File: src/pwsh_pkg.sv
// Shared types and constants for the prime-weighted string hash.
// Holds the prime weight table and the divider status bundle; no dependencies.
`default_nettype none

package pwsh_pkg;

  // Widths fixed by the word layout.
  localparam int CHAR_W   = 8;
  localparam int HASH_W   = 32;
  localparam int POS_W    = 7;
  localparam int PRIME_W  = 13;
  localparam int BUCKET_W = 31;

  // Reset value of the bucket count register.
  localparam logic [BUCKET_W-1:0] BUCKET_RESET = 31'd500009;

  // Prime weight for each character position, position 0 first.
  localparam logic [PRIME_W-1:0] PRIME_TABLE [128] = '{
    13'd1009, 13'd1049, 13'd1093, 13'd1151, 13'd1201, 13'd1249, 13'd1297, 13'd1361,
    13'd1427, 13'd1459, 13'd1499, 13'd1559, 13'd1607, 13'd1657, 13'd1709, 13'd1759,
    13'd1823, 13'd1877, 13'd1933, 13'd1997, 13'd2039, 13'd2089, 13'd2141, 13'd2213,
    13'd2269, 13'd2311, 13'd2371, 13'd2411, 13'd2467, 13'd2543, 13'd2609, 13'd2663,
    13'd2699, 13'd2741, 13'd2797, 13'd2851, 13'd2909, 13'd2969, 13'd3037, 13'd3089,
    13'd3169, 13'd3221, 13'd3299, 13'd3331, 13'd3389, 13'd3461, 13'd3517, 13'd3557,
    13'd3613, 13'd3671, 13'd3719, 13'd3779, 13'd3847, 13'd3907, 13'd3943, 13'd4013,
    13'd4073, 13'd4129, 13'd4201, 13'd4243, 13'd4289, 13'd4363, 13'd4441, 13'd4493,
    13'd4549, 13'd4621, 13'd4663, 13'd4729, 13'd4793, 13'd4871, 13'd4933, 13'd4973,
    13'd5021, 13'd5087, 13'd5153, 13'd5227, 13'd5281, 13'd5351, 13'd5417, 13'd5471,
    13'd5519, 13'd5573, 13'd5651, 13'd5693, 13'd5749, 13'd5821, 13'd5861, 13'd5923,
    13'd6011, 13'd6073, 13'd6131, 13'd6199, 13'd6257, 13'd6301, 13'd6353, 13'd6397,
    13'd6481, 13'd6563, 13'd6619, 13'd6689, 13'd6737, 13'd6803, 13'd6863, 13'd6917,
    13'd6977, 13'd7027, 13'd7109, 13'd7187, 13'd7237, 13'd7309, 13'd7393, 13'd7477,
    13'd7523, 13'd7561, 13'd7607, 13'd7681, 13'd7727, 13'd7817, 13'd7877, 13'd7933,
    13'd8011, 13'd8039, 13'd8059, 13'd8081, 13'd8093, 13'd8111, 13'd8123, 13'd8147
  };

  // Status of the remainder unit as seen by the sequencer.
  typedef struct packed {
    logic busy;  // iterations in progress
    logic done;  // remainder valid, held until the next start
  } div_stat_t;

endpackage

`default_nettype wire

File: src/pwsh_mod.sv
// Restoring remainder unit: 32-bit dividend modulo a 31-bit divisor, one bit per cycle.
// Depends on pwsh_pkg for widths and the status bundle.
`default_nettype none

module pwsh_mod
  import pwsh_pkg::*;
(
  input  wire logic                clk,
  input  wire logic                rst,
  input  wire logic                start,
  input  wire logic [HASH_W-1:0]   dividend,
  input  wire logic [BUCKET_W-1:0] divisor,
  output div_stat_t                stat,
  output logic      [BUCKET_W-1:0] remainder
);

  logic                busy;
  logic                done;
  logic [4:0]          count;
  logic [HASH_W-1:0]   dividend_sh;
  logic [BUCKET_W-1:0] rem;
  logic [BUCKET_W-1:0] divisor_r;

  logic [HASH_W-1:0]   rem_shift;
  logic                fits;
  logic [BUCKET_W-1:0] rem_next;

  // One restoring step: bring in the next dividend bit, subtract if it fits.
  always_comb begin
    rem_shift = {rem, dividend_sh[HASH_W-1]};
    fits      = rem_shift >= {1'b0, divisor_r};
    if (fits) begin
      rem_next = BUCKET_W'(rem_shift - {1'b0, divisor_r});
    end else begin
      rem_next = rem_shift[BUCKET_W-1:0];
    end
  end

  // Sequencing of the 32 iterations.
  always_ff @(posedge clk) begin
    if (rst) begin
      busy  <= 1'b0;
      done  <= 1'b0;
      count <= '0;
    end else if (start) begin
      busy  <= 1'b1;
      done  <= 1'b0;
      count <= 5'd31;
    end else if (busy) begin
      count <= count - 5'd1;
      if (count == 5'd0) begin
        busy <= 1'b0;
        done <= 1'b1;
      end
    end
  end

  // Datapath registers.
  always_ff @(posedge clk) begin
    if (start) begin
      dividend_sh <= dividend;
      divisor_r   <= divisor;
      rem         <= '0;
    end else if (busy) begin
      dividend_sh <= {dividend_sh[HASH_W-2:0], 1'b0};
      rem         <= rem_next;
    end
  end

  assign stat = '{busy: busy, done: done};

  // A zero divisor gives a zero index.
  assign remainder = (divisor_r == '0) ? '0 : rem;

  a_not_busy_and_done : assert property (@(posedge clk) disable iff (rst)
    !(busy && done)) else $error("remainder unit busy and done together");

  a_start_busy : assert property (@(posedge clk) disable iff (rst)
    start |=> busy && !done) else $error("start did not launch the iterations");

  a_rem_bound : assert property (@(posedge clk) disable iff (rst)
    (busy || done) && !start |-> (rem < divisor_r) || (divisor_r == '0))
    else $error("partial remainder not below divisor");

endmodule

`default_nettype wire

File: src/prime_weighted_string_hash.sv
// Top level of the prime-weighted string hash with bucket reduction.
// Depends on pwsh_pkg and the remainder unit pwsh_mod.
//
//   channel | direction | tdata (low bit up)          | tuser / tlast
//   s_*     | in        | character[7:0]              | tlast = last_char
//   m_*     | out       | bucket_index[30:0], 0 pad   | none
//   cfg_*   | in        | bucket_count[30:0]          | write enable, no read-back
//
// A character that is not the last is accepted, then the hash is updated: XOR at an
// even position, the 32x32 multiplier at an odd one. The last character also goes
// through the 32 iterations of the one-bit-per-cycle remainder unit and then into the
// output register; the load waits while that register still holds an unaccepted word.
// rst is synchronous and active high; it clears the hash, the position and the
// output valid flag, and loads bucket_count with 500009.
// The output register holds a finished word while the next name streams in; a
// new index waits in the remainder unit until that register is free.
`default_nettype none

module prime_weighted_string_hash
  import pwsh_pkg::*;
(
  input  wire logic                clk,
  input  wire logic                rst,
  input  wire logic                s_tvalid,
  output logic                     s_tready,
  input  wire logic [7:0]          s_tdata,    // [7:0] character
  input  wire logic                s_tlast,
  output logic                     m_tvalid,
  input  wire logic                m_tready,
  output logic [31:0]              m_tdata,    // [30:0] bucket_index, [31] zero
  input  wire logic                cfg_wr_en,
  input  wire logic [BUCKET_W-1:0] cfg_wr_data // [30:0] bucket_count
);

  typedef enum logic [2:0] {
    ST_IDLE = 3'b001,
    ST_MULT = 3'b010,
    ST_DIV  = 3'b100
  } state_t;

  state_t              state;
  state_t              state_next;
  logic [HASH_W-1:0]   running_hash;
  logic [HASH_W-1:0]   hash_next;
  logic [POS_W-1:0]    char_position;
  logic [HASH_W-1:0]   term;
  logic                last;
  logic [BUCKET_W-1:0] bucket_count;
  logic                out_valid;
  logic [BUCKET_W-1:0] out_data;

  logic                in_accept;
  logic                out_free;
  logic                out_load;
  logic                div_start;
  div_stat_t           div_stat;
  logic [BUCKET_W-1:0] div_rem;

  logic signed [21:0]  char_ext;
  logic signed [21:0]  prime_ext;
  logic signed [21:0]  weighted;

  assign s_tready  = (state == ST_IDLE);
  assign in_accept = s_tvalid && s_tready;
  assign out_free  = !out_valid || m_tready;
  assign out_load  = (state == ST_DIV) && div_stat.done && out_free;
  assign div_start = (state == ST_MULT) && last;

  // Weighted character: sign-extended character times the position's prime.
  always_comb begin
    char_ext  = 22'($signed(s_tdata));
    prime_ext = $signed(22'({1'b0, PRIME_TABLE[char_position]}));
    weighted  = char_ext * prime_ext;
  end

  // Hash update: XOR at an even position, multiply at an odd one.
  always_comb begin
    if (char_position[0]) begin
      hash_next = running_hash * term;
    end else begin
      hash_next = running_hash ^ term;
    end
  end

  // Sequencer.
  always_comb begin
    state_next = state;
    unique case (state)
      ST_IDLE: begin
        if (in_accept) state_next = ST_MULT;
      end
      ST_MULT: begin
        state_next = last ? ST_DIV : ST_IDLE;
      end
      ST_DIV: begin
        if (out_load) state_next = ST_IDLE;
      end
      default: state_next = ST_IDLE;
    endcase
  end

  // Control state: sequencer, hash and position.
  always_ff @(posedge clk) begin
    if (rst) begin
      state         <= ST_IDLE;
      running_hash  <= '0;
      char_position <= '0;
    end else begin
      state <= state_next;
      if (state == ST_MULT) begin
        running_hash  <= hash_next;
        char_position <= char_position + POS_W'(1);
      end else if (out_load) begin
        running_hash  <= '0;
        char_position <= '0;
      end
    end
  end

  // Captured input word.
  always_ff @(posedge clk) begin
    if (in_accept) begin
      term <= HASH_W'(weighted);
      last <= s_tlast;
    end
  end

  // Bucket count register.
  always_ff @(posedge clk) begin
    if (rst) begin
      bucket_count <= BUCKET_RESET;
    end else if (cfg_wr_en) begin
      bucket_count <= cfg_wr_data;
    end
  end

  // Output register.
  always_ff @(posedge clk) begin
    if (rst) begin
      out_valid <= 1'b0;
    end else if (out_load) begin
      out_valid <= 1'b1;
    end else if (m_tready) begin
      out_valid <= 1'b0;
    end
  end

  always_ff @(posedge clk) begin
    if (out_load) begin
      out_data <= div_rem;
    end
  end

  assign m_tvalid = out_valid;
  assign m_tdata  = {1'b0, out_data};

  pwsh_mod u_mod (
    .clk       (clk),
    .rst       (rst),
    .start     (div_start),
    .dividend  (hash_next),
    .divisor   (bucket_count),
    .stat      (div_stat),
    .remainder (div_rem)
  );

  a_accept_to_mult : assert property (@(posedge clk) disable iff (rst)
    in_accept |=> state == ST_MULT) else $error("accepted word did not reach the multiply step");

  a_load_when_free : assert property (@(posedge clk) disable iff (rst)
    out_load |-> !m_tvalid || m_tready) else $error("output word overwritten");

  a_clear_after_load : assert property (@(posedge clk) disable iff (rst)
    out_load |=> running_hash == '0 && char_position == '0 && m_tvalid)
    else $error("state not cleared after the last character");

  a_div_only_in_div : assert property (@(posedge clk) disable iff (rst)
    div_stat.busy |-> state == ST_DIV) else $error("remainder unit running outside its step");

endmodule

`default_nettype wire
File: config.mk
export PLATFORM = sky130hd
export DESIGN_NAME = prime_weighted_string_hash
export DESIGN_NICKNAME = d
export VERILOG_FILES = /design/src/pwsh_pkg.sv /design/src/pwsh_mod.sv /design/src/prime_weighted_string_hash.sv
export SDC_FILE = /design/constraint.sdc
export NUM_CORES = 2
export LEC_CHECK = 0
export ABC_AREA = 0
export ABC_CLOCK_PERIOD_IN_PS = 8100
export BUFFER_PORTS_ARGS = -buffer_cell sky130_fd_sc_hd__buf_4
export CAP_MARGIN = 10
export CELL_PAD_IN_SITES_DETAIL_PLACEMENT = 2
export CELL_PAD_IN_SITES_GLOBAL_PLACEMENT = 2
export CORE_MARGIN = 3
export CORE_UTILIZATION = 30
export DETAILED_ROUTE_END_ITERATION = 10
export MAX_ROUTING_LAYER = met4
export PLACE_DENSITY = 0.74
export SLEW_MARGIN = 5
export SYNTH_ARGS = -nofsm -noshare
export SYNTH_HDL_FRONTEND = slang
export SYNTH_SLANG_ARGS = --single-unit
File: constraint.sdc
create_clock -name clk -period 8.1 [get_ports clk]
set_clock_uncertainty 0.2 [all_clocks]
set_input_delay 1.62 -clock clk [delete_from_list [all_inputs] [get_ports clk]]
set_output_delay 1.62 -clock clk [all_outputs]
set_load 0.005 [all_outputs]
==> impl_table.tex <==
\begin{tabular}{lr}
\hline
Metric & Value \\
\hline
\multicolumn{2}{l}{\textbf{Place}} \\
Area of placed instances & 0.0328 sq mm \\
Final weighted congestion in routability-driven placement & slightly below 0.9 \\
Half-perimeter wire length after detailed placement & 83,500 um \\
I/O Buffers & 77 \\
Post-placement setup slack & 54.7 ps \\
\multicolumn{2}{l}{\textbf{Worst setup path}} \\
Crit path launch type & flop \\
Logic depth of the worst path, buffers included & 23 \\
Family with the most delay on the worst path & adder cells \\
Data required time of the worst path & between 8000 and 9000 ps \\
Crit path top cell by count & sky130\_fd\_sc\_hd\_\_fa\_1 \\
Maximum fanout along the worst path & 14 \\
Worst R2R Setup Slack & $\sim$340 ps \\
Library cell contributing the largest single delay on the critical path & sky130\_fd\_sc\_hd\_\_edfxtp\_1 \\
Buf/Inv on CP & 5 \\
Type of the worst setup path & reg -> reg \\
Cell Chain, Critical Path & nand2\_1 > fa\_1 > fa\_1 > inv\_1 > fa\_1 > inv\_1 > fa\_1 > inv\_1 > fa\_1 > fa\_1 > inv\_1 > fa\_1 > inv\_1 > ha\_1 > and3\_1 > nand4\_1 > nor2b\_1 > o21ai\_0 > a221o\_1 > o21bai\_1 > xor2\_1 > a21oi\_1 > a21oi\_1 \\
Reg2reg path depth & 23 \\
Critical path's largest stage delay & 840 ps \\
CP endpoint kind & flop \\
Endpoint arrival time on the critical path & 7850 ps \\
\multicolumn{2}{l}{\textbf{Routing}} \\
Iteration-0 DRC Markers & 1,226 \\
Number of vias in the routed layout & 24.1k \\
Post-route DRC & 0 \\
Final routed wirelength across all metal layers & about 100,000 um \\
Via density per instance & between 4 and 5 \\
Wire length per cell & 21.6 um \\
Antenna viol nets, final & 0 \\
Number of optimization iterations in the first detailed-route pass & 5 \\
\multicolumn{2}{l}{\textbf{Power and ir drop}} \\
Reported leakage power & 15.3 nW \\
Logic pwr share & 45.6\% \\
Share of total power consumed by net switching & 42.0\% \\
Switching power & 0.00217 W \\
Internal Dissipation & approximately 0.0030 W \\
Clk network pwr share & 24.1\% \\
Power Density & 153 mW/mm\^{}2 \\
Reg power frac & approximately 30\% \\
Max rail drop VDD & 170 uV \\
\multicolumn{2}{l}{\textbf{STA}} \\
Hold Fails Final Rpt & 0 \\
Final setup violation count & 0 \\
Final Cycle Share & 95.7\% \\
Worst setup margin & 345 ps \\
FMAX & about 0.13 GHz \\
Worst-case headroom to the max-slew limit & between 30\% and 40\% \\
Final Max Slew Viols & 0 \\
Total negative slack & 0 ps \\
Actual slew at the worst max-slew pin & 1020 ps \\
Final min period & 7760 ps \\
Unrepaired setup endpoints after global routing & no \\
\multicolumn{2}{l}{\textbf{Logic synthesis}} \\
EDFF count, synth & 117 \\
Post-synthesis average cell area & slightly below 9 sq um \\
Total of flip-flops plus latches after synthesis & 229 \\
Net count after synthesis & 4,151 \\
Post-synthesis cell type with the largest combined area & sky130\_fd\_sc\_hd\_\_fa\_1 \\
Distinct cell type count of the synthesized netlist & 80 \\
Main area contributors after synthesis & sky130\_fd\_sc\_hd\_\_fa\_1 (29\%), sky130\_fd\_sc\_hd\_\_edfxtp\_1 (12\%), sky130\_fd\_sc\_hd\_\_ha\_1 (9.4\%), sky130\_fd\_sc\_hd\_\_dfxtp\_1 (7.4\%), sky130\_fd\_sc\_hd\_\_inv\_1 (7.0\%) \\
Fraction of registers with async set/reset & 0\% \\
Sequential share of the synthesized area & between 10\% and 20\% \\
Cell count after synthesis & 3,435 \\
Commonest register cell after synthesis & sky130\_fd\_sc\_hd\_\_edfxtp\_1 \\
Fraction of synthesized cell area taken by the top area cell type & approximately 29\% \\
Post-synth design cell area & between 0.03 and 0.04 sq mm \\
Synth Warn \# & 0 \\
\multicolumn{2}{l}{\textbf{Floorplan}} \\
Initial Utilization & between 30\% and 40\% \\
Top-Level Pins & 79 \\
Die X-Extent & 325 um \\
Total core area & around 0.1 sq mm \\
FP Rows & roughly 120 \\
Vertical die dimension & 325 um \\
Area of the die & 0.105 sq mm \\
\multicolumn{2}{l}{\textbf{Global route}} \\
Maximum number of pins on one net before global-route repair & 79 \\
Total track usage & 20.4\% \\
Wire length of the first global-routing pass & roughly 160,000 um \\
Congestion Overflow GR & 0 \\
Vias in the first global route & 27.7k \\
Number of antenna violations at the first check in global routing & 2 \\
\multicolumn{2}{l}{\textbf{Clocking}} \\
TritonCTS clock tree & built \\
Cts bufs inserted & 26 \\
Root Driver & sky130\_fd\_sc\_hd\_\_clkbuf\_16 \\
Sink Count & 229 \\
Buffer levels on the longest clock path & 3 \\
Clock latency at the later pin of the worst-skew pair & 580 ps \\
Hold-fix buffers at CTS & 0 \\
H-tree levels & 1 \\
Clk pin slew, worst setup/hold paths & 60 ps \\
\multicolumn{2}{l}{\textbf{Layout}} \\
Final design instance area without fill & about 0.034 sq mm \\
Area overhead of the layout relative to synthesis & 11.1\% \\
Final net count & 4,183 \\
Proportion of layout cells with a drive suffix above 1 & under 10\% \\
\multicolumn{2}{l}{\textbf{Run}} \\
Number of max-capacitance violations reported & 0 \\
\multicolumn{2}{l}{\textbf{Hold path}} \\
Worst min-delay path category & reg -> reg \\
Number of stages on the worst hold path & 0 \\
\multicolumn{2}{l}{\textbf{Status}} \\
Status & completed \\
\hline
\end{tabular}
timing repair:
action                                  CTS  global route
buffers inserted                          0             8
endpoints found under the setup margin    0            14
gates resized for setup                   0             4
kinds of logic after synthesis:
logic type	Yosys count	synth area share [%]
buffers and inverters	761	9.50
DFF	229	18.9
adders and majority gates	672	38.5
muxes	58	2.05
other	1	0.0123
and+or+nand+nor	1098	17.1
xor gates and xnor gates	119	3.47
AOI/OAI and AO/OA	497	10.5
state kept, by name, indices dropped and copies added, names as in the netlist, 3 cells and up:
signal             cells
bucket_count          31
char_position          7
out_data              31
running_hash          32
state                  3
term                  22
u_mod.count            5
u_mod.dividend_sh     32
u_mod.divisor_r       31
u_mod.rem             31
through the flow:
stage / power [W] / utilization, % / std cells / hold WS, ps
2_1_floorplan: 0.00300 / - / 3435 / 201
3_3_place_gp: 0.00384 / 32.7 / 4788 / 208
3_5_place_dp: 0.00393 / 32.7 / 4788 / 222
4_1_cts: 0.00520 / 33.6 / 4836 / 238
5_1_grt: 0.00555 / 33.7 / 4845 / 245
6_report: 0.00516 / 33.7 / 4847 / 234
synth_stat cells (33+ instances only):
library cell,number
sky130_fd_sc_hd__nor3_1,40
sky130_fd_sc_hd__nor2b_1,75
sky130_fd_sc_hd__o21ai_0,123
sky130_fd_sc_hd__inv_1,569
sky130_fd_sc_hd__ha_1,230
sky130_fd_sc_hd__xnor2_1,86
sky130_fd_sc_hd__fa_1,441
sky130_fd_sc_hd__clkbuf_1,163
sky130_fd_sc_hd__mux2i_1,49
sky130_fd_sc_hd__nor2_1,207
sky130_fd_sc_hd__edfxtp_1,117
sky130_fd_sc_hd__dfxtp_1,112
sky130_fd_sc_hd__a21oi_1,127
sky130_fd_sc_hd__nand2_1,430
sky130_fd_sc_hd__nand2b_1,33
sky130_fd_sc_hd__and2_1,216
sky130_fd_sc_hd__a31oi_1,37
final timing paths:
check	end	start
worst max-delay path	u_mod.dividend_sh[28]	term[8]
worst min-delay path	u_mod.divisor_r[12]	bucket_count[12]
worst max register to register	u_mod.dividend_sh[28]	term[8]
worst min register to register	u_mod.divisor_r[12]	bucket_count[12]
placed cells by master, fill, tap and decap left out, types with 7 or more instances in the layout:
| cell | count |
|---|---|
| sky130_fd_sc_hd__and3_1 | 9 |
| sky130_fd_sc_hd__and2_1 | 216 |
| sky130_fd_sc_hd__nor2_1 | 206 |
| sky130_fd_sc_hd__nand4_1 | 9 |
| sky130_fd_sc_hd__o21a_1 | 23 |
| sky130_fd_sc_hd__clkbuf_16 | 27 |
| sky130_fd_sc_hd__or3_1 | 9 |
| sky130_fd_sc_hd__o211ai_1 | 11 |
| sky130_fd_sc_hd__a211oi_1 | 29 |
| sky130_fd_sc_hd__nand2b_1 | 33 |
| sky130_fd_sc_hd__nand2_1 | 429 |
| sky130_fd_sc_hd__nand3_1 | 32 |
| sky130_fd_sc_hd__mux2i_1 | 49 |
| sky130_fd_sc_hd__o21bai_1 | 9 |
| sky130_fd_sc_hd__a21oi_1 | 126 |
| sky130_fd_sc_hd__fa_1 | 441 |
| sky130_fd_sc_hd__dfxtp_1 | 105 |
| sky130_fd_sc_hd__edfxtp_1 | 117 |
| sky130_fd_sc_hd__nor2b_1 | 75 |
| sky130_fd_sc_hd__buf_4 | 188 |
| sky130_fd_sc_hd__a211o_1 | 11 |
| sky130_fd_sc_hd__xnor2_1 | 86 |
| sky130_fd_sc_hd__ha_1 | 230 |
| sky130_fd_sc_hd__dfxtp_2 | 7 |
| sky130_fd_sc_hd__clkbuf_1 | 8 |
| sky130_fd_sc_hd__a21o_1 | 27 |
| sky130_fd_sc_hd__o21ai_0 | 123 |
| sky130_fd_sc_hd__inv_1 | 568 |
| sky130_fd_sc_hd__o31ai_1 | 10 |
| sky130_fd_sc_hd__a31oi_1 | 37 |
| sky130_fd_sc_hd__nor3_1 | 39 |
| sky130_fd_sc_hd__nor4_1 | 12 |
| sky130_fd_sc_hd__xor2_1 | 32 |
cell type report:
type	instances	area (sq um)
fill	11388	66600
sequential	229	5760
clock buffer	40	774
clock inverter	8	120
antenna	3	7.51
multi-input combinational	2445	21800
timing repair buffer	193	1490
tap	1357	1700
inverter	572	2150
routing by layer:
layer	share of wire [%]	vias up	global-route usage, %
met4	2.6	0	5.18
met3	2.6	118	1.40
met5	0	-	-
li1	-	10969	-
met1	43	12679	25.2
met2	52	332	36.3
power groups by stage:
stage,logic (W),registers [W],clock network (W)
after floorplan,0.00157,0.00144,0
after global placement,0.00223,0.00160,0
after detailed placement,0.00232,0.00161,0
after CTS,0.00234,0.00159,0.00128
after global routing,0.00265,0.00158,0.00132
final,0.00235,0.00157,0.00124
Power figures use the tool's default switching activity.
